--- src/sv/floyd_steinberg_bilevel_dither_assert.svh ---
`ifndef FLOYD_STEINBERG_BILEVEL_DITHER_ASSERT_SVH
`define FLOYD_STEINBERG_BILEVEL_DITHER_ASSERT_SVH

// Assertion macros: implication in the same cycle and in the next cycle.
`ifndef SYNTH
`define FSBD_ASSERT_SAME(label, clk, rst_n, ante, cons) \
  label: assert property (@(posedge clk) disable iff (!rst_n) (ante) |-> (cons)) \
    else $error("assertion failed: same-cycle implication");
`define FSBD_ASSERT_NEXT(label, clk, rst_n, ante, cons) \
  label: assert property (@(posedge clk) disable iff (!rst_n) (ante) |=> (cons)) \
    else $error("assertion failed: next-cycle implication");
`else
`define FSBD_ASSERT_SAME(label, clk, rst_n, ante, cons)
`define FSBD_ASSERT_NEXT(label, clk, rst_n, ante, cons)
`endif

`endif

--- src/sv/fsbd_pkg.sv ---
package fsbd_pkg;

  localparam int unsigned MAX_WIDTH_DEF = 4096;

  localparam int unsigned GREY_W     = 8;
  localparam int unsigned ERR_W      = 8;
  localparam int unsigned LW_W       = 13;
  localparam int unsigned FH_W       = 16;
  localparam int unsigned CFG_DATA_W = 16;
  localparam int unsigned WGT_W      = 4;

  localparam logic [LW_W-1:0] LINE_WIDTH_RST   = 13'd640;
  localparam logic [FH_W-1:0] FRAME_HEIGHT_RST = 16'd480;

  localparam logic [GREY_W-1:0] GREY_MAX = 8'd255;

  localparam logic [WGT_W-1:0] WGT_UP_LEFT  = 4'd1;
  localparam logic [WGT_W-1:0] WGT_UP       = 4'd5;
  localparam logic [WGT_W-1:0] WGT_UP_RIGHT = 4'd3;
  localparam logic [WGT_W-1:0] WGT_LEFT     = 4'd7;
  localparam int unsigned      WGT_SHIFT    = 4;

  typedef enum logic [0:0] {
    CFG_LINE_WIDTH   = 1'b0,
    CFG_FRAME_HEIGHT = 1'b1
  } cfg_index_t;

  typedef struct packed {
    logic x_pos;
    logic y_pos;
    logic last_col;
    logic last_row;
  } pix_flags_t;

  function automatic logic [GREY_W-1:0] add_clamped(
    input logic [GREY_W-1:0]       acc,
    input logic signed [ERR_W-1:0] e,
    input logic [WGT_W-1:0]        wgt
  );
    logic signed [11:0] prod;
    logic signed [11:0] sum;
    logic [GREY_W-1:0]  res;
    prod = $signed({{4{e[ERR_W-1]}}, e}) * $signed({8'd0, wgt});
    sum  = $signed({4'd0, acc}) + (prod >>> WGT_SHIFT);
    if (sum < 0) begin
      res = '0;
    end else if (sum > $signed({4'd0, GREY_MAX})) begin
      res = GREY_MAX;
    end else begin
      res = sum[GREY_W-1:0];
    end
    return res;
  endfunction

endpackage

--- src/sv/fsbd_diffuse.sv ---
module fsbd_diffuse (
  input  logic [fsbd_pkg::GREY_W-1:0]       grey,
  input  fsbd_pkg::pix_flags_t              flags,
  input  logic signed [fsbd_pkg::ERR_W-1:0] err_up_left,
  input  logic signed [fsbd_pkg::ERR_W-1:0] err_up,
  input  logic signed [fsbd_pkg::ERR_W-1:0] err_up_right,
  input  logic signed [fsbd_pkg::ERR_W-1:0] err_left,
  output logic                              bit_out,
  output logic [fsbd_pkg::ERR_W-1:0]        err_out
);
  import fsbd_pkg::*;

  logic [GREY_W-1:0] v_ul;
  logic [GREY_W-1:0] v_up;
  logic [GREY_W-1:0] v_ur;
  logic [GREY_W-1:0] v;

  always_comb begin
    v_ul = (flags.y_pos && flags.x_pos) ? add_clamped(grey, err_up_left, WGT_UP_LEFT) : grey;
    v_up = flags.y_pos ? add_clamped(v_ul, err_up, WGT_UP) : v_ul;
    v_ur = (flags.y_pos && !flags.last_col) ? add_clamped(v_up, err_up_right, WGT_UP_RIGHT)
                                            : v_up;
    v    = flags.x_pos ? add_clamped(v_ur, err_left, WGT_LEFT) : v_ur;

    bit_out = v[GREY_W-1];
    err_out = v[GREY_W-1] ? ERR_W'(v - GREY_MAX) : v;
  end

endmodule

--- config.mk ---
export PLATFORM = sky130hd
export DESIGN_NAME = fsbd_diffuse
export DESIGN_NICKNAME = d
export VERILOG_FILES = /design/src/sv/floyd_steinberg_bilevel_dither_assert.svh /design/src/sv/fsbd_pkg.sv /design/src/sv/fsbd_diffuse.sv
export SDC_FILE = /design/constraint.sdc
export NUM_CORES = 1
export LEC_CHECK = 0
export BUFFER_PORTS_ARGS = -buffer_cell sky130_fd_sc_hd__clkbuf_2
export CAP_MARGIN = 10
export CORE_AREA = 2 2 94 74
export DETAILED_ROUTE_END_ITERATION = 10
export DIE_AREA = 0 0 96 76
export GPL_TIMING_DRIVEN = 1
export PLACE_DENSITY = 0.83
export SETUP_SLACK_MARGIN = 0.02
export SLEW_MARGIN = 20
export SYNTH_ARGS = -nofsm -noshare
export SYNTH_HDL_FRONTEND = slang
export SYNTH_SLANG_ARGS = --single-unit
--- constraint.sdc ---
create_clock -name vclk -period 19.65
set_input_delay 3.93 -clock vclk [all_inputs]
set_output_delay 3.93 -clock vclk [all_outputs]
set_load 0.005 [all_outputs]
== Word-level counts from Yosys, hierarchy flattened ==
Cells that the tools add are included.

* Add/sub/neg operators: 5
* Multipliers: 3
* $lt $le $gt $ge: 8
* Multiplexer cells: 13
* Reductions and logical operators: 3

{| class="wikitable"
|+ Operator list
! kind !! number
|-
| $mux W8 || 13
|-
| $gt A10 B9 Y1 const B || 4
|-
| $lt A10 B1 Y1 const B || 4
|-
| $mul A8 B4 Y12 const B || 2
|-
| $add A9 B8 Y10 || 2
|-
| $mul A8 B3 Y11 const B || 1
|-
| $add A9 B4 Y10 || 1
|-
| $add A9 B7 Y10 || 1
|-
| $sub A8 B8 Y8 const B || 1
|-
| $logic_and A1 B1 Y1 || 2
|-
| $logic_not A1 Y1 || 1
|}

* Bits in registers: 0
* Input bits: 44
* Word-level logic and storage cells: 32

== Logic depth before layout (Yosys ltp) ==
* Depth in word-level cells: 22
* Gate-level depth with buffers: 44
* Gate-level depth less buffers: 44

== Worst setup path after synthesis ==
Ideal clock, no wire load.

* Kind: input -> output
* From: input port grey[0] (netlist name)
* To: output port err_out[6] (netlist name)
* Data arrival time: 12183 ps
* Required time: 15720 ps
* Slack: 3537 ps
* Stages on the path: 44
* Path buffers: 0
* Cell sequence: ha_1 inv_1 fa_1 nor2b_1 o21ai_0 a21oi_1 o21a_1 o21ai_0 a21oi_1 nand4b_1 o21ai_0 and2_1 a211o_1 ha_1 fa_1 a211oi_1 o21ai_0 nand3_1 [8 not listed] o21ai_1 xnor2_1 nand2_1 o221ai_1 nor2_1 ha_1 fa_1 a211oi_1 nor2_1 o211a_1 or3_1 mux2i_1 o21ai_0 o31ai_4 ha_1 nand2_1 nor2_1 xnor2_1

* Word-level cells in the longest chain between the ends: 22
* Elaborated cells between the ends (all ways): 26
* Classes of those cells: add/sub: 5; order compare: 8; mux: 13

{| class="wikitable"
|+ RTL lines
! what !! line !! text
|-
| start: declaration || fsbd_diffuse.sv:2 || <nowiki>input logic [fsbd_pkg::GREY_W-1:0] grey,</nowiki>
|-
| $add A9 B4 Y10 || fsbd_pkg.sv:44 || <nowiki>sum = $signed({4'd0, acc}) + (prod >>> WGT_SHIFT);</nowiki>
|-
| $gt A10 B9 Y1 || fsbd_pkg.sv:47 || <nowiki>end else if (sum > $signed({4'd0, GREY_MAX})) begin</nowiki>
|-
| $mux W8 || fsbd_pkg.sv:47 ||
|-
| $mux W8 || fsbd_pkg.sv:45 || <nowiki>if (sum < 0) begin</nowiki>
|-
| $mux W8 (*) || fsbd_diffuse.sv:19 || <nowiki>v_ul = (flags.y_pos && flags.x_pos) ? add_clamped(grey, err_up_left, WGT_UP_LEFT) : grey;</nowiki>
|-
| $add A9 B8 Y10 || fsbd_pkg.sv:44 ||
|-
| $gt A10 B9 Y1 || fsbd_pkg.sv:47 ||
|-
| $mux W8 || fsbd_pkg.sv:47 ||
|-
| [6 not listed] || n/a ||
|-
| $mux W8 (*) || fsbd_diffuse.sv:21 || <nowiki>v_ur = (flags.y_pos && !flags.last_col) ? add_clamped(v_up, err_up_right, WGT_UP_RIGHT)</nowiki>
|-
| $add A9 B8 Y10 || fsbd_pkg.sv:44 ||
|-
| $gt A10 B9 Y1 || fsbd_pkg.sv:47 ||
|-
| $mux W8 || fsbd_pkg.sv:47 ||
|-
| $mux W8 || fsbd_pkg.sv:45 ||
|-
| $mux W8 (*) || fsbd_diffuse.sv:23 || <nowiki>v = flags.x_pos ? add_clamped(v_ur, err_left, WGT_LEFT) : v_ur;</nowiki>
|-
| $sub A8 B8 Y8 || fsbd_diffuse.sv:26 || <nowiki>err_out = v[GREY_W-1] ? ERR_W'(v - GREY_MAX) : v;</nowiki>
|-
| $mux W8 (*) || fsbd_diffuse.sv:26 ||
|-
| end: declaration || fsbd_diffuse.sv:9 || <nowiki>output logic [fsbd_pkg::ERR_W-1:0] err_out</nowiki>
|}

Mark *: on every way between the ends. The rest lies on a longest branch, timed or not.

== Worst setup path in the final report ==
Same ends and word-level chain as after synthesis.

==> flow_summary.toml <==
[status]
status = "finished clean"

[power_and_ir_drop]
total_power_w = 0.000365
ir_worst_vdd_mv = 0.0427
leakagePower_nw = 2.03
power_density_mw_per_mm2 = 87.8

[die]
num_rows = 26
fp.coreArea_mm2 = 0.00647
num_io_pins = 53
start_util = 0.592
die_y_um = 76
dieWidth_um = 96
die_area_mm2 = 0.00730

[cells_and_area]
nFillCells = 612
design.seq.count = 0
regArea_um2 = 0
multi_input_area_mm2 = 0.00359
final_common_cell = "ha_1"
finalCoreUtilization = 0.641
diodes = 0
layout-drive-gt1-share = 0.132
final_cell_mix = "ha_1, inv_1, nor2_1"
num-clock-buffers = 0
syn_to_final_growth_pct = 8.22
fin_nets = 683
fin_cells = 636

[detailed_routing]
via_count = 3883
drcViolationCount = 0
dr.pass1.iters = 5
drtAntennaViolNets = 0
routed_wl_um = 9380
wire_per_inst_um = 14.7
drt-initial-drc-count = 147
vias_per_cell = 6.11

[timing]
max-slew-margin-rel = 0.513
setup_violations = 0
hold_viol_final = 0
slew_viol_final = 0
period_needed_ns = 17.86
holdWs_ns = 8.43
fin_setup_tns_ns = 0
rsz0062_at_grt = "false"
period_share = 0.909
tightest_slew_ns = 0.728
max_freq_ghz = 0.0560

[setup_path]
slowest_stage = "ha_1"
worstSetupEndpointType = "primary output"
crit_type = "primary input to primary output"
crit_start = "grey[0]"
crit_path_max_incr_delay_ns = 0.43
endpoint = "err_out[6]"
critPathArrivalTime_ns = 13.93
cp_max_fo = 8
start_kind = "primary input"
required_ns = 15.72

[synthesis]
syn_area_mm2 = 0.00383
syn-instance-count = 508
ys_warn_count = 0
yosys.area.top_type = "ha_1"
netlist.area_leader.share = 0.245
synth_compound_area_frac = 0.324
muxShareOfSynthArea = 0.0163
ys_seq_area_frac = 0
syn_nets = 637
syn_area_per_cell_um2 = 7.55
synth.area.top_cells = "ha_1, xnor2_1, inv_1, nor2_1, fa_1"
synth-simple-area-share = 0.184
ys_types = 72
synth_xor_area_frac = 0.114
synthAdderAreaFrac = 0.297
synth_top_family_by_area = "compound AO/OA/AOI/OAI gates"

[place]
dp_hpwl_um = 8080
gp_congestion = 0.908
io_buffers = 48
dp_cells = 636

[flow_run]
drv_cap = 0

[grt]
busiest_layer = "met2"
grt_pass1_wl_um = 16200
grt_use_met1 = 0.399
grt_util_met3 = 0.0138
overflow = 0
grt_max_degree = 19
antenna_found_initial = 0
met2_usage = 0.413
grt.total_usage = 0.261
grt_pass1_vias = 3651

[hold_path]
hold_class = "primary input to primary output"

[cts]
hold_buffers = 0
cts_resized = 0
postCtsSetupRepairBufs = 0
[report_power, final]
part	total (W)	internal (W)	switching [W]
combinational	0.000365	0.000157	0.000208
sequential	0	0	0
clock	0	0	0
total	0.000365	0.000157	0.000208
[kinds of logic (layout without fill, tap and decap cells)]
kind of cell	Yosys count	in the layout
and+or+nand+nor	138	138
xor gates and xnor gates	49	49
AOI/OAI and AO/OA	169	169
buffers and inverters	61	105
muxes	6	6
adders and majority gates	85	85
[synth_stat cells (11+ instances only)]
cell,instances
inv_1,56
o21a_1,11
xnor2_1,34
ha_1,75
a21oi_1,28
nand3_1,11
nor2_1,54
o21ai_0,34
xor2_1,14
a21o_1,13
nand2_1,14
[how the worst min path moves through the flow]
| stage | to | startpoint | slack (ns) | cells after the start |
|---|---|---|---|---|
| after detailed placement | bit_out | flags[3] | 8.43 | 3 |
| after global placement | bit_out | flags[3] | 8.43 | 3 |
| after global routing | bit_out | flags[3] | 8.48 | 3 |
| final | bit_out | flags[3] | 8.43 | 3 |
| after floorplan | bit_out | flags[3] | 8.09 | 2 |
| after CTS | bit_out | flags[3] | 8.44 | 3 |
[final cells by class]
type | count | area share
repair buffers | 48 | 0.0579
multi-input cells | 447 | 0.865
well taps | 84 | 0.0253
inverters | 57 | 0.0522
[routing by layer]
layer	wire, um	share of wire
met1	4670	0.50
met2	4100	0.44
met3	509	0.054
met4	108	0.012
met5	0	0
[per-stage QoR]
stage | cell area, um^2 | setup WS (ns)
3_5_place_dp | 4150 | 2.02
2_1_floorplan | 3830 | 3.54
6_report | 4150 | 1.79
4_1_cts | 4150 | 1.96
5_1_grt | 4150 | 1.04
3_3_place_gp | 4150 | 2.28
[critical path, delay by kind of cell]
kind	cells	cell delay (ns)
adder cells (fa/ha/maj)	8	2.38
multiplexers	1	0.40
AND/OR/NAND/NOR	11	2.10
XOR/XNOR	2	0.42
buffers and inverters	3	0.31
AO/OA/AOI/OAI	20	4.37
Note: power is estimated with default switching activity, not from simulation.
