==> src/sv/floyd_steinberg_bilevel_dither_assert.svh <==
`ifndef FLOYD_STEINBERG_BILEVEL_DITHER_ASSERT_SVH
`define FLOYD_STEINBERG_BILEVEL_DITHER_ASSERT_SVH

// Assertion macros: implication in the same cycle and in the next cycle.
`ifndef SYNTH
`define FSBD_ASSERT_SAME(label, clk, rst_n, ante, cons) \
  label: assert property (@(posedge clk) disable iff (!rst_n) (ante) |-> (cons)) \
    else $error("assertion failed: same-cycle implication");
`define FSBD_ASSERT_NEXT(label, clk, rst_n, ante, cons) \
  label: assert property (@(posedge clk) disable iff (!rst_n) (ante) |=> (cons)) \
    else $error("assertion failed: next-cycle implication");
`else
`define FSBD_ASSERT_SAME(label, clk, rst_n, ante, cons)
`define FSBD_ASSERT_NEXT(label, clk, rst_n, ante, cons)
`endif

`endif

==> src/sv/fsbd_pkg.sv <==
package fsbd_pkg;

  localparam int unsigned MAX_WIDTH_DEF = 4096;

  localparam int unsigned GREY_W     = 8;
  localparam int unsigned ERR_W      = 8;
  localparam int unsigned LW_W       = 13;
  localparam int unsigned FH_W       = 16;
  localparam int unsigned CFG_DATA_W = 16;
  localparam int unsigned WGT_W      = 4;

  localparam logic [LW_W-1:0] LINE_WIDTH_RST   = 13'd640;
  localparam logic [FH_W-1:0] FRAME_HEIGHT_RST = 16'd480;

  localparam logic [GREY_W-1:0] GREY_MAX = 8'd255;

  localparam logic [WGT_W-1:0] WGT_UP_LEFT  = 4'd1;
  localparam logic [WGT_W-1:0] WGT_UP       = 4'd5;
  localparam logic [WGT_W-1:0] WGT_UP_RIGHT = 4'd3;
  localparam logic [WGT_W-1:0] WGT_LEFT     = 4'd7;
  localparam int unsigned      WGT_SHIFT    = 4;

  typedef enum logic [0:0] {
    CFG_LINE_WIDTH   = 1'b0,
    CFG_FRAME_HEIGHT = 1'b1
  } cfg_index_t;

  typedef struct packed {
    logic x_pos;
    logic y_pos;
    logic last_col;
    logic last_row;
  } pix_flags_t;

  function automatic logic [GREY_W-1:0] add_clamped(
    input logic [GREY_W-1:0]       acc,
    input logic signed [ERR_W-1:0] e,
    input logic [WGT_W-1:0]        wgt
  );
    logic signed [11:0] prod;
    logic signed [11:0] sum;
    logic [GREY_W-1:0]  res;
    prod = $signed({{4{e[ERR_W-1]}}, e}) * $signed({8'd0, wgt});
    sum  = $signed({4'd0, acc}) + (prod >>> WGT_SHIFT);
    if (sum < 0) begin
      res = '0;
    end else if (sum > $signed({4'd0, GREY_MAX})) begin
      res = GREY_MAX;
    end else begin
      res = sum[GREY_W-1:0];
    end
    return res;
  endfunction

endpackage

==> src/sv/fsbd_pos.sv <==
module fsbd_pos #(
  parameter int unsigned MAX_WIDTH = fsbd_pkg::MAX_WIDTH_DEF,
  parameter int unsigned AW        = $clog2(fsbd_pkg::MAX_WIDTH_DEF)
) (
  input  logic                        clk,
  input  logic                        rst_n,
  input  logic                        advance,
  input  logic [fsbd_pkg::LW_W-1:0]   line_width,
  input  logic [fsbd_pkg::FH_W-1:0]   frame_height,
  output logic [AW-1:0]               x,
  output fsbd_pkg::pix_flags_t        flags,
  output logic                        col_zero
);
  import fsbd_pkg::*;

  localparam int unsigned WW = (AW + 1 > LW_W) ? AW + 1 : LW_W;
  localparam logic [WW-1:0] WMAX = WW'(MAX_WIDTH);

  logic [AW-1:0]   col_r;
  logic [AW-1:0]   col_nxt;
  logic [FH_W-1:0] row_r;
  logic [FH_W-1:0] row_nxt;

  logic [WW-1:0]   w_nz;
  logic [WW-1:0]   w_sat;
  logic [WW-1:0]   w_m1;
  logic [FH_W-1:0] h_m1;

  always_comb begin
    w_nz  = (line_width == '0) ? WW'(1) : WW'(line_width);
    w_sat = (w_nz > WMAX) ? WMAX : w_nz;
    w_m1  = w_sat - WW'(1);
    h_m1  = (frame_height == '0) ? '0 : frame_height - FH_W'(1);

    flags.last_col = (WW'(col_r) >= w_m1);
    flags.last_row = (row_r >= h_m1);
    x              = flags.last_col ? w_m1[AW-1:0] : col_r;
    flags.x_pos    = (x != '0);
    flags.y_pos    = (row_r != '0);

    if (flags.last_col) begin
      col_nxt = '0;
      row_nxt = flags.last_row ? '0 : row_r + FH_W'(1);
    end else begin
      col_nxt = x + AW'(1);
      row_nxt = row_r;
    end
  end

  always_ff @(posedge clk) begin
    if (!rst_n) begin
      col_r <= '0;
      row_r <= '0;
    end else if (advance) begin
      col_r <= col_nxt;
      row_r <= row_nxt;
    end
  end

  assign col_zero = (col_r == '0);

endmodule

==> config.mk <==
export PLATFORM = sky130hd
export DESIGN_NAME = fsbd_pos
export DESIGN_NICKNAME = d
export VERILOG_FILES = /design/src/sv/floyd_steinberg_bilevel_dither_assert.svh /design/src/sv/fsbd_pkg.sv /design/src/sv/fsbd_pos.sv
export SDC_FILE = /design/constraint.sdc
export NUM_CORES = 1
export LEC_CHECK = 0
export BUFFER_PORTS_ARGS = -buffer_cell sky130_fd_sc_hd__buf_2
export CORE_MARGIN = 2
export CORE_UTILIZATION = 40
export CTS_CLUSTER_SIZE = 20
export DETAILED_ROUTE_END_ITERATION = 12
export SLEW_MARGIN = 20
export SYNTH_ARGS = -nofsm -noshare
export SYNTH_HDL_FRONTEND = slang
export SYNTH_SLANG_ARGS = --single-unit
==> constraint.sdc <==
create_clock -name clk -period 4.25 [get_ports clk]
set_input_delay 0 -clock clk [delete_from_list [all_inputs] [get_ports clk]]
set_output_delay 0 -clock clk [all_outputs]
set_load 0.1 [all_outputs]
# ---- After elaboration in Yosys (flattened, before gate mapping)
# Cells that the tools add are included.
# Widths: inputs -> output; s select.
dict set report op_classes {
  n_addsub 4
  n_lt_le_gt_ge 3
  muxes 6
  n_reduce_logical 6
}
# cell n
set ops {}
lappend ops {{$mux 16} 2}
lappend ops {{$mux 13} 2}
lappend ops {{$mux 12} 2}
lappend ops {{$add 16x1->16 const B} 1}
lappend ops {{$ge 16x16->1} 1}
lappend ops {{$logic_not 16->1} 1}
lappend ops {{$reduce_bool 16->1} 1}
lappend ops {{$sub 16x1->16 const B} 1}
lappend ops {{$ge 12x13->1} 1}
lappend ops {{$gt 13x13->1 const B} 1}
lappend ops {{$logic_not 13->1} 1}
lappend ops {{$sub 13x1->13 const B} 1}
lappend ops {{$add 12x1->12 const B} 1}
lappend ops {{$logic_not 12->1} 1}
lappend ops {{$reduce_bool 12->1} 1}
lappend ops {{$reduce_and 2->1} 1}
dict set report totals {
  ff_bits 28
  in_bits 32
  out_inout_bits 17
  wordCells 21
}

# ---- Logic depth before layout (Yosys ltp)
# Gate-level depths: netlist of the first run.
dict set report logic_depth {
  depth_word 9
  mapped_depth 25
  mapped_depth_nobuf 22
}

# ---- Worst setup path after synthesis of the first run
# No wires, ideal clock.
dict set report synth_path {
  kind {input -> output}
  startpoint {in line_width[2] in the netlist's numbering}
  endpoint {out flags[3] in the netlist's numbering}
  arrival_ns 6.051
  t_required_ns 4.250
  slack_ns -1.801
  stages 18
  n_path_buf 2
  path_cell_list {nor4_1 > a41oi_1 > or2_2 > ha_1 > clkbuf_1 > nand3_1 > o21a_1 > o22a_1 > inv_1 > ha_1 > a21oi_1 > a211o_1 > a21oi_1 > o21ai_2 > clkbuf_1 > o21ai_0 > nor4_1 > nand2_1}
}
# element line
set synth_rtl {}
lappend synth_rtl {{start, declared} fsbd_pos.sv:8} ;# input logic [fsbd_pkg::LW_W-1:0] line_width,
lappend synth_rtl {{end, declared} fsbd_pos.sv:11} ;# output fsbd_pkg::pix_flags_t flags,

==> impl_metrics.json, run 1 <==
{
  "worstRegToRegCells": 16,
  "drtPass1Iterations": 4,
  "synthCells": 395,
  "total_power_mw": 0.694,
  "final_core_utilization_pct": 50.9,
  "yosysWarningCount": 0,
  "clock.fmax_mhz": 250,
  "clockPowerShare_pct": 30.8,
  "endpoint_kind": "output pin",
  "dp_hpwl_mm": 6.28,
  "skew_ns": 0.00937,
  "cts.path.max_buffers": 2,
  "htreeDepth": 1,
  "track_usage_pct": 18.7,
  "drc": 0,
  "synthesis.area_mm2": 0.00294,
  "p_switching_mw": 0.222,
  "ys_ff_latch": 28,
  "io_pins": 49,
  "setup_violations": 0,
  "initial_core_util_pct": 41.0,
  "p_sw_share_pct": 32.0,
  "synth_enable_flop_cells": 0,
  "async_flop_share_pct": 0,
  "post-route-period-util_pct": 94.2,
  "area_growth_pct": 24.2,
  "avgSynthCellArea_um2": 7.45,
  "grt_pass1_wl_mm": 12.7,
  "hold_class": "in2reg",
  "p_per_area_mw_per_mm2": 190,
  "fin_nets": 523,
  "hold_viol_final": 0,
  "synthAdderAreaFrac_pct": 14.5,
  "drt_iter0_drc": 69,
  "wl_mm": 7.62,
  "layout-drive-gt1-share_pct": 23.9,
  "internal_power_mw": 0.472,
  "synth_top_family_by_area": "simple AND/OR/NAND/NOR gates",
  "vdd_drop_max_mv": 0.100,
  "cts_sinks": 28,
  "routedWlPerCell_um": 13.7,
  "cap_violations": 0,
  "dieArea_mm2": 0.00806,
  "synth_ff_type": "dfxtp_1",
  "status": "finished clean",
  "grt_pass1_vias": 2804,
  "fp.dieH_um": 89.8,
  "synth.distinct_cells": 53,
  "vias": 2979,
  "root_buffer": "clkbuf_8",
  "numCtsBuffers": 3,
  "drv_slew": 0,
  "antenna_cells": 0,
  "synthMuxAreaShare_pct": 4.85,
  "avgViaCountPerCell": 5.37,
  "worst_pin_slew_ns": 0.492,
  "core_mm2": 0.00718,
  "clock_latency_ns": 0.29,
  "crit_arrival_ns": 4.01,
  "p_comb_share_pct": 30.7,
  "cp_max_fo": 12,
  "die_w_um": 89.8,
  "p_leak_nw": 1.64,
  "antenna_found_initial": 0,
  "holdPathStages": 3,
  "crit_type": "in2out",
  "overflow": 0,
  "ys_seq_area_share_pct": 19.1,
  "yosys.area_share.simple_pct": 31.2,
  "synth_compound_area_share_pct": 14.7,
  "cts_tree": "built",
  "syn_nets": 461,
  "fillCellCount": 731,
  "start_kind": "primary input",
  "grt_max_degree": 18,
  "synth-xor-area-share_pct": 10.7,
  "rows": 31,
  "clkTransAtPathRegs_ns": 0.09,
  "cp.required_ns": 4.25,
  "io_buffer_count": 48,
  "min_period_ns": 4.01,
  "gp_congestion": 0.936,
  "relSlewSlack_pct": 67.4,
  "detail-route-antenna-nets": 0,
  "pwr-share-seq_pct": 38.5
}
-- final timing paths --
path / start / end / slack (ns)
min: advance / col_r[1] / 0.10
max reg2reg: col_r[0] / col_r[4] / 1.40
max: line_width[2] / flags[3] / 0.24
min reg2reg: col_r[7] / col_r[7] / 0.55
-- state kept, by name, summed over array words and instances, names as in the netlist --
signal and cells:
col_r 12, row_r 16
-- worst max-delay path, cell delays in order --
cell	delay, ns
buf_2	0.15
or4_4	0.59
nor3_1	0.35
a21boi_0	0.16
a311o_1	0.37
inv_1	0.07
ha_1	0.21
nand3_1	0.09
nor2_1	0.06
a221o_1	0.32
o21ai_4	0.16
inv_4	0.10
nor2_2	0.11
a21o_1	0.10
ha_1	0.15
inv_1	0.03
or4_1	0.53
nor4_2	0.17
nand2_2	0.09
buf_8	0.18
-- kinds of logic after synthesis --
family / count (synthesis)
buf+inv: 39
simple gates: 181
flops: 28
fa+ha+maj: 34
compound gates: 64
mux: 13
xor+xnor: 36
-- layout by cell type, fill, tap and decap left out, types with 4 or more instances in the layout --
| cell type | n |
|---|---|
| buf_4 | 18 |
| nor3_1 | 14 |
| buf_2 | 48 |
| ha_1 | 30 |
| nand4b_1 | 4 |
| a21o_1 | 5 |
| xor2_1 | 17 |
| o21a_1 | 4 |
| nand2b_1 | 7 |
| mux2_2 | 6 |
| dfxtp_1 | 28 |
| nand2_1 | 37 |
| o21ai_0 | 8 |
| nor4_1 | 9 |
| nand3_1 | 22 |
| a21oi_1 | 12 |
| or3_1 | 4 |
| nand4_1 | 7 |
| ha_4 | 4 |
| mux2i_1 | 5 |
| a31oi_1 | 4 |
| nor2b_1 | 7 |
| inv_1 | 23 |
| and3_1 | 5 |
| xnor2_1 | 18 |
| nor2_1 | 44 |
-- final cells by class --
| class | instances | area (um2) | area share, % |
|---|---|---|---|
| sequential | 28 | 561 | 15.3 |
| multi-input combinational | 328 | 2380 | 65.2 |
| tap | 99 | 124 | 3.39 |
| timing repair buffer | 68 | 400 | 11.0 |
| clock inverter | 1 | 30.0 | 0.822 |
| inverter | 28 | 115 | 3.15 |
| clock buffer | 3 | 41.3 | 1.13 |
-- repair_timing --
action,in CTS,in global routing
hold endpoints to repair,2,0
gates resized for setup,0,6
hold buffers,1,0
setup buffers,0,5
endpoints found under the setup margin,0,1
-- through the flow --
stage	area, um2	TNS (ns)	hold slack (ns)	setup slack [ns]	std cells
6_report	3650	0	0.103	0.245	555
5_1_grt	3650	-0.00284	0.118	-0.00284	555
4_1_cts	3600	0	0.109	0.0800	550
3_5_place_dp	3520	0	0.297	0.0898	545
3_3_place_gp	3520	0	0.300	0.0995	545
2_1_floorplan	3150	-0.108	0.138	-0.0507	395
-- power by group through the flow --
stage	Combinational [mW]	Sequential [mW]	Clock, mW
finish	0.213	0.267	0.214
global route	0.234	0.268	0.227
CTS	0.206	0.267	0.216
detailed placement	0.204	0.273	0
global placement	0.202	0.273	0
floorplan	0.145	0.272	0
-- metal layers --
layer	vias to the layer above	wire length [um]	GRT usage (%)
met4	0	143	4.23
met5	-	0	0
met3	12	245	2.35
met2	68	3910	36.0
li1	1539	-	-
met1	1360	3320	21.9
-- synthesized netlist by cell type, types with 3 or more instances --
cell type,instances,area (um2)
nand4_1,7,43.8
nor3_1,15,75.1
a21oi_1,14,70.1
nor4_1,11,68.8
inv_1,27,101
clkbuf_1,11,41.3
mux2i_1,6,60.1
ha_1,34,425
o21a_1,4,30.0
or4_1,3,22.5
a21o_1,5,37.5
o21ai_0,13,65.1
mux2_2,6,67.6
xor2_1,17,149
nand4b_1,4,35.0
nand3_1,23,115
nor2_1,45,169
xnor2_1,19,166
a211o_1,3,26.3
dfxtp_1,28,561
nand2b_1,7,43.8
or3_1,4,25.0
a31oi_1,4,25.0
nand2_1,39,146
nor2b_1,7,43.8
and3_1,5,31.3
No activity file was read; power rests on OpenSTA's default activity.
==> inputs of run 2 (changes only) <==
--- a/config.mk
+++ b/config.mk
@@ -7,9 +7,10 @@
 export LEC_CHECK = 0
 export BUFFER_PORTS_ARGS = -buffer_cell sky130_fd_sc_hd__buf_2
 export CORE_MARGIN = 2
-export CORE_UTILIZATION = 40
+export CORE_UTILIZATION = 52
 export CTS_CLUSTER_SIZE = 20
 export DETAILED_ROUTE_END_ITERATION = 12
+export PLACE_DENSITY = 0.78
 export SLEW_MARGIN = 20
 export SYNTH_ARGS = -nofsm -noshare
 export SYNTH_HDL_FRONTEND = slang
==> run 2 against run 1 <==
  * Routed wire length is 2.7% lower
  * Die area decreased by 22%
  * Maximum frequency shrank 1.9%
  * Power down 11%
  * Combinational power decreased by 2%
  * Critical path depth grew 2
  * Critical path type unchanged
==> impl_metrics.json, run 2 (same netlist as run 1, synthesis figures left out) <==
{
  "drc": 0,
  "antenna_cells": 0,
  "vdd_drop_max_mv": 0.137,
  "hold_class": "in2reg",
  "pwr-share-seq_pct": 43.3,
  "layout_common_cells": "buf_2, nor2_1, nand2_1",
  "internal_power_mw": 0.405,
  "setup_violations": 0,
  "cp_max_fo": 13,
  "start_kind": "primary input",
  "cts.path.max_buffers": 2,
  "initial_core_util_pct": 53.7,
  "worst_pin_slew_ns": 0.508,
  "hold_viol_final": 0,
  "cts_tree": "built",
  "top_regs": "row_r: 16 flops, col_r: 12 flops",
  "avgViaCountPerCell": 5.71,
  "critPathSlowestCell": "or4_1",
  "die_w_um": 79.2,
  "worstPathCellList": "buf_2 > nor4_4 > a41oi_2 > or2_4 > ha_4 > buf_4 > o31ai_1 > o21ai_1 > a21o_1 > inv_2 > ha_4 > nor2_1 > nor2_1 > a221o_1 > o21ai_4 > inv_4 > buf_4 > mux2_2 > or4_1 > nor4_2 > nand2_2 > buf_6",
  "area_growth_pct": 20.8,
  "whs_ns": 0.0247,
  "crit_type": "in2out",
  "grt_pass1_wl_mm": 12.3,
  "grt_pass1_vias": 2794,
  "final_common_cell": "buf_2",
  "routedWlPerCell_um": 14.2,
  "hold_buffers": 0,
  "p_switching_mw": 0.211,
  "clockPowerShare_pct": 22.9,
  "cap_violations": 0,
  "io_pins": 49,
  "total_power_mw": 0.617,
  "p_sw_share_pct": 34.3,
  "cp.required_ns": 4.25,
  "fin_cells": 523,
  "rows": 27,
  "p_leak_nw": 1.61,
  "htreeDepth": 1,
  "vias": 2988,
  "clock_latency_ns": 0.27,
  "drv_slew": 0,
  "p_per_area_mw_per_mm2": 173,
  "root_buffer": "clkbuf_8",
  "post-route-period-util_pct": 96.0,
  "fp.dieH_um": 79.2,
  "critPathMaxStageDelay_ns": 0.50,
  "layout-drive-gt1-share_pct": 23.3,
  "dp_hpwl_mm": 6.19,
  "wl_mm": 7.42,
  "antenna_found_initial": 0,
  "gp_congestion": 0.866,
  "clkTransAtPathRegs_ns": 0.09,
  "drtPass1Iterations": 4,
  "track_usage_pct": 24.3,
  "status": "finished clean",
  "min_period_ns": 4.08,
  "grt_max_degree": 18,
  "cts_sinks": 28,
  "drt_iter0_drc": 187,
  "numCtsBuffers": 3,
  "largest_reg_flops": 16,
  "clock.fmax_mhz": 245,
  "fin_nets": 519,
  "io_buffer_count": 48,
  "skew_ns": 0.00437,
  "dp_cells": 517,
  "regMostFlops": "row_r",
  "detail-route-antenna-nets": 0,
  "crit_arrival_ns": 4.08,
  "overflow": 0,
  "core_mm2": 0.00547,
  "dieArea_mm2": 0.00627,
  "relSlewSlack_pct": 66.4,
  "endpoint_kind": "output pin",
  "p_comb_share_pct": 33.8
}
==> run 2: power by group through the flow <==
stage               logic, mW  registers (mW)  clock network (mW)
floorplan               0.145           0.272                   0
global placement        0.199           0.273                   0
detailed placement      0.203           0.274                   0
CTS                     0.204           0.267               0.147
global route            0.228           0.268               0.155
finish                  0.208           0.267               0.141
==> run 2: metrics by stage <==
step,area (um2),worst slack [ns],utilization [%],setup TNS (ns)
after global routing,3550,-0.0215,65.0,-0.0215
after detailed placement,3480,0.0329,63.6,0
final,3550,0.168,65.0,0
after CTS,3520,0.0268,64.4,0
after global placement,3480,0.101,63.6,0
after floorplan,3150,-0.0507,-,-0.108
==> run 2: worst paths after layout <==
check / end / slack, ns / depth (start not counted) / startpoint
worst max-delay path: flags[3] / 0.17 / 22 / line_width[5]
worst min-delay path: row_r[1] / 0.02 / 3 / rst_n
worst max register to register: col_r[10] / 1.35 / 13 / col_r[5]
worst min register to register: col_r[7] / 0.55 / 2 / col_r[7]
==> run 2: what timing repair did <==
action	CTS	global route
resized for setup	0	5
setup endpoints to repair	0	1
buffers inserted	0	3
endpoints found under the hold margin	0	0
==> run 2: final cells by class <==
| class | count | area (um2) |
|---|---|---|
| clock buffer | 3 | 41.3 |
| fill | 495 | 1920 |
| inverter | 28 | 115 |
| multi-input combinational | 328 | 2380 |
| sequential | 28 | 561 |
| tap | 72 | 90.1 |
| timing repair buffer | 64 | 367 |
==> run 2: routing by layer <==
| metal | track usage (%) | share of wire [%] | wire length, um |
|---|---|---|---|
| met3 | 2.84 | 3.2 | 239 |
| met5 | 0 | 0 | 0 |
| met4 | 8.45 | 2.0 | 146 |
| met1 | 27.9 | 42 | 3110 |
| met2 | 46.0 | 53 | 3920 |
==> run 2: worst max-delay path: cells and delay by family <==
family	cells	cell delay, ns
adders and majority gates	2	0.42
and+or+nand+nor	7	1.52
AOI/OAI and AO/OA	6	1.01
buffers and inverters	6	0.84
muxes	1	0.28
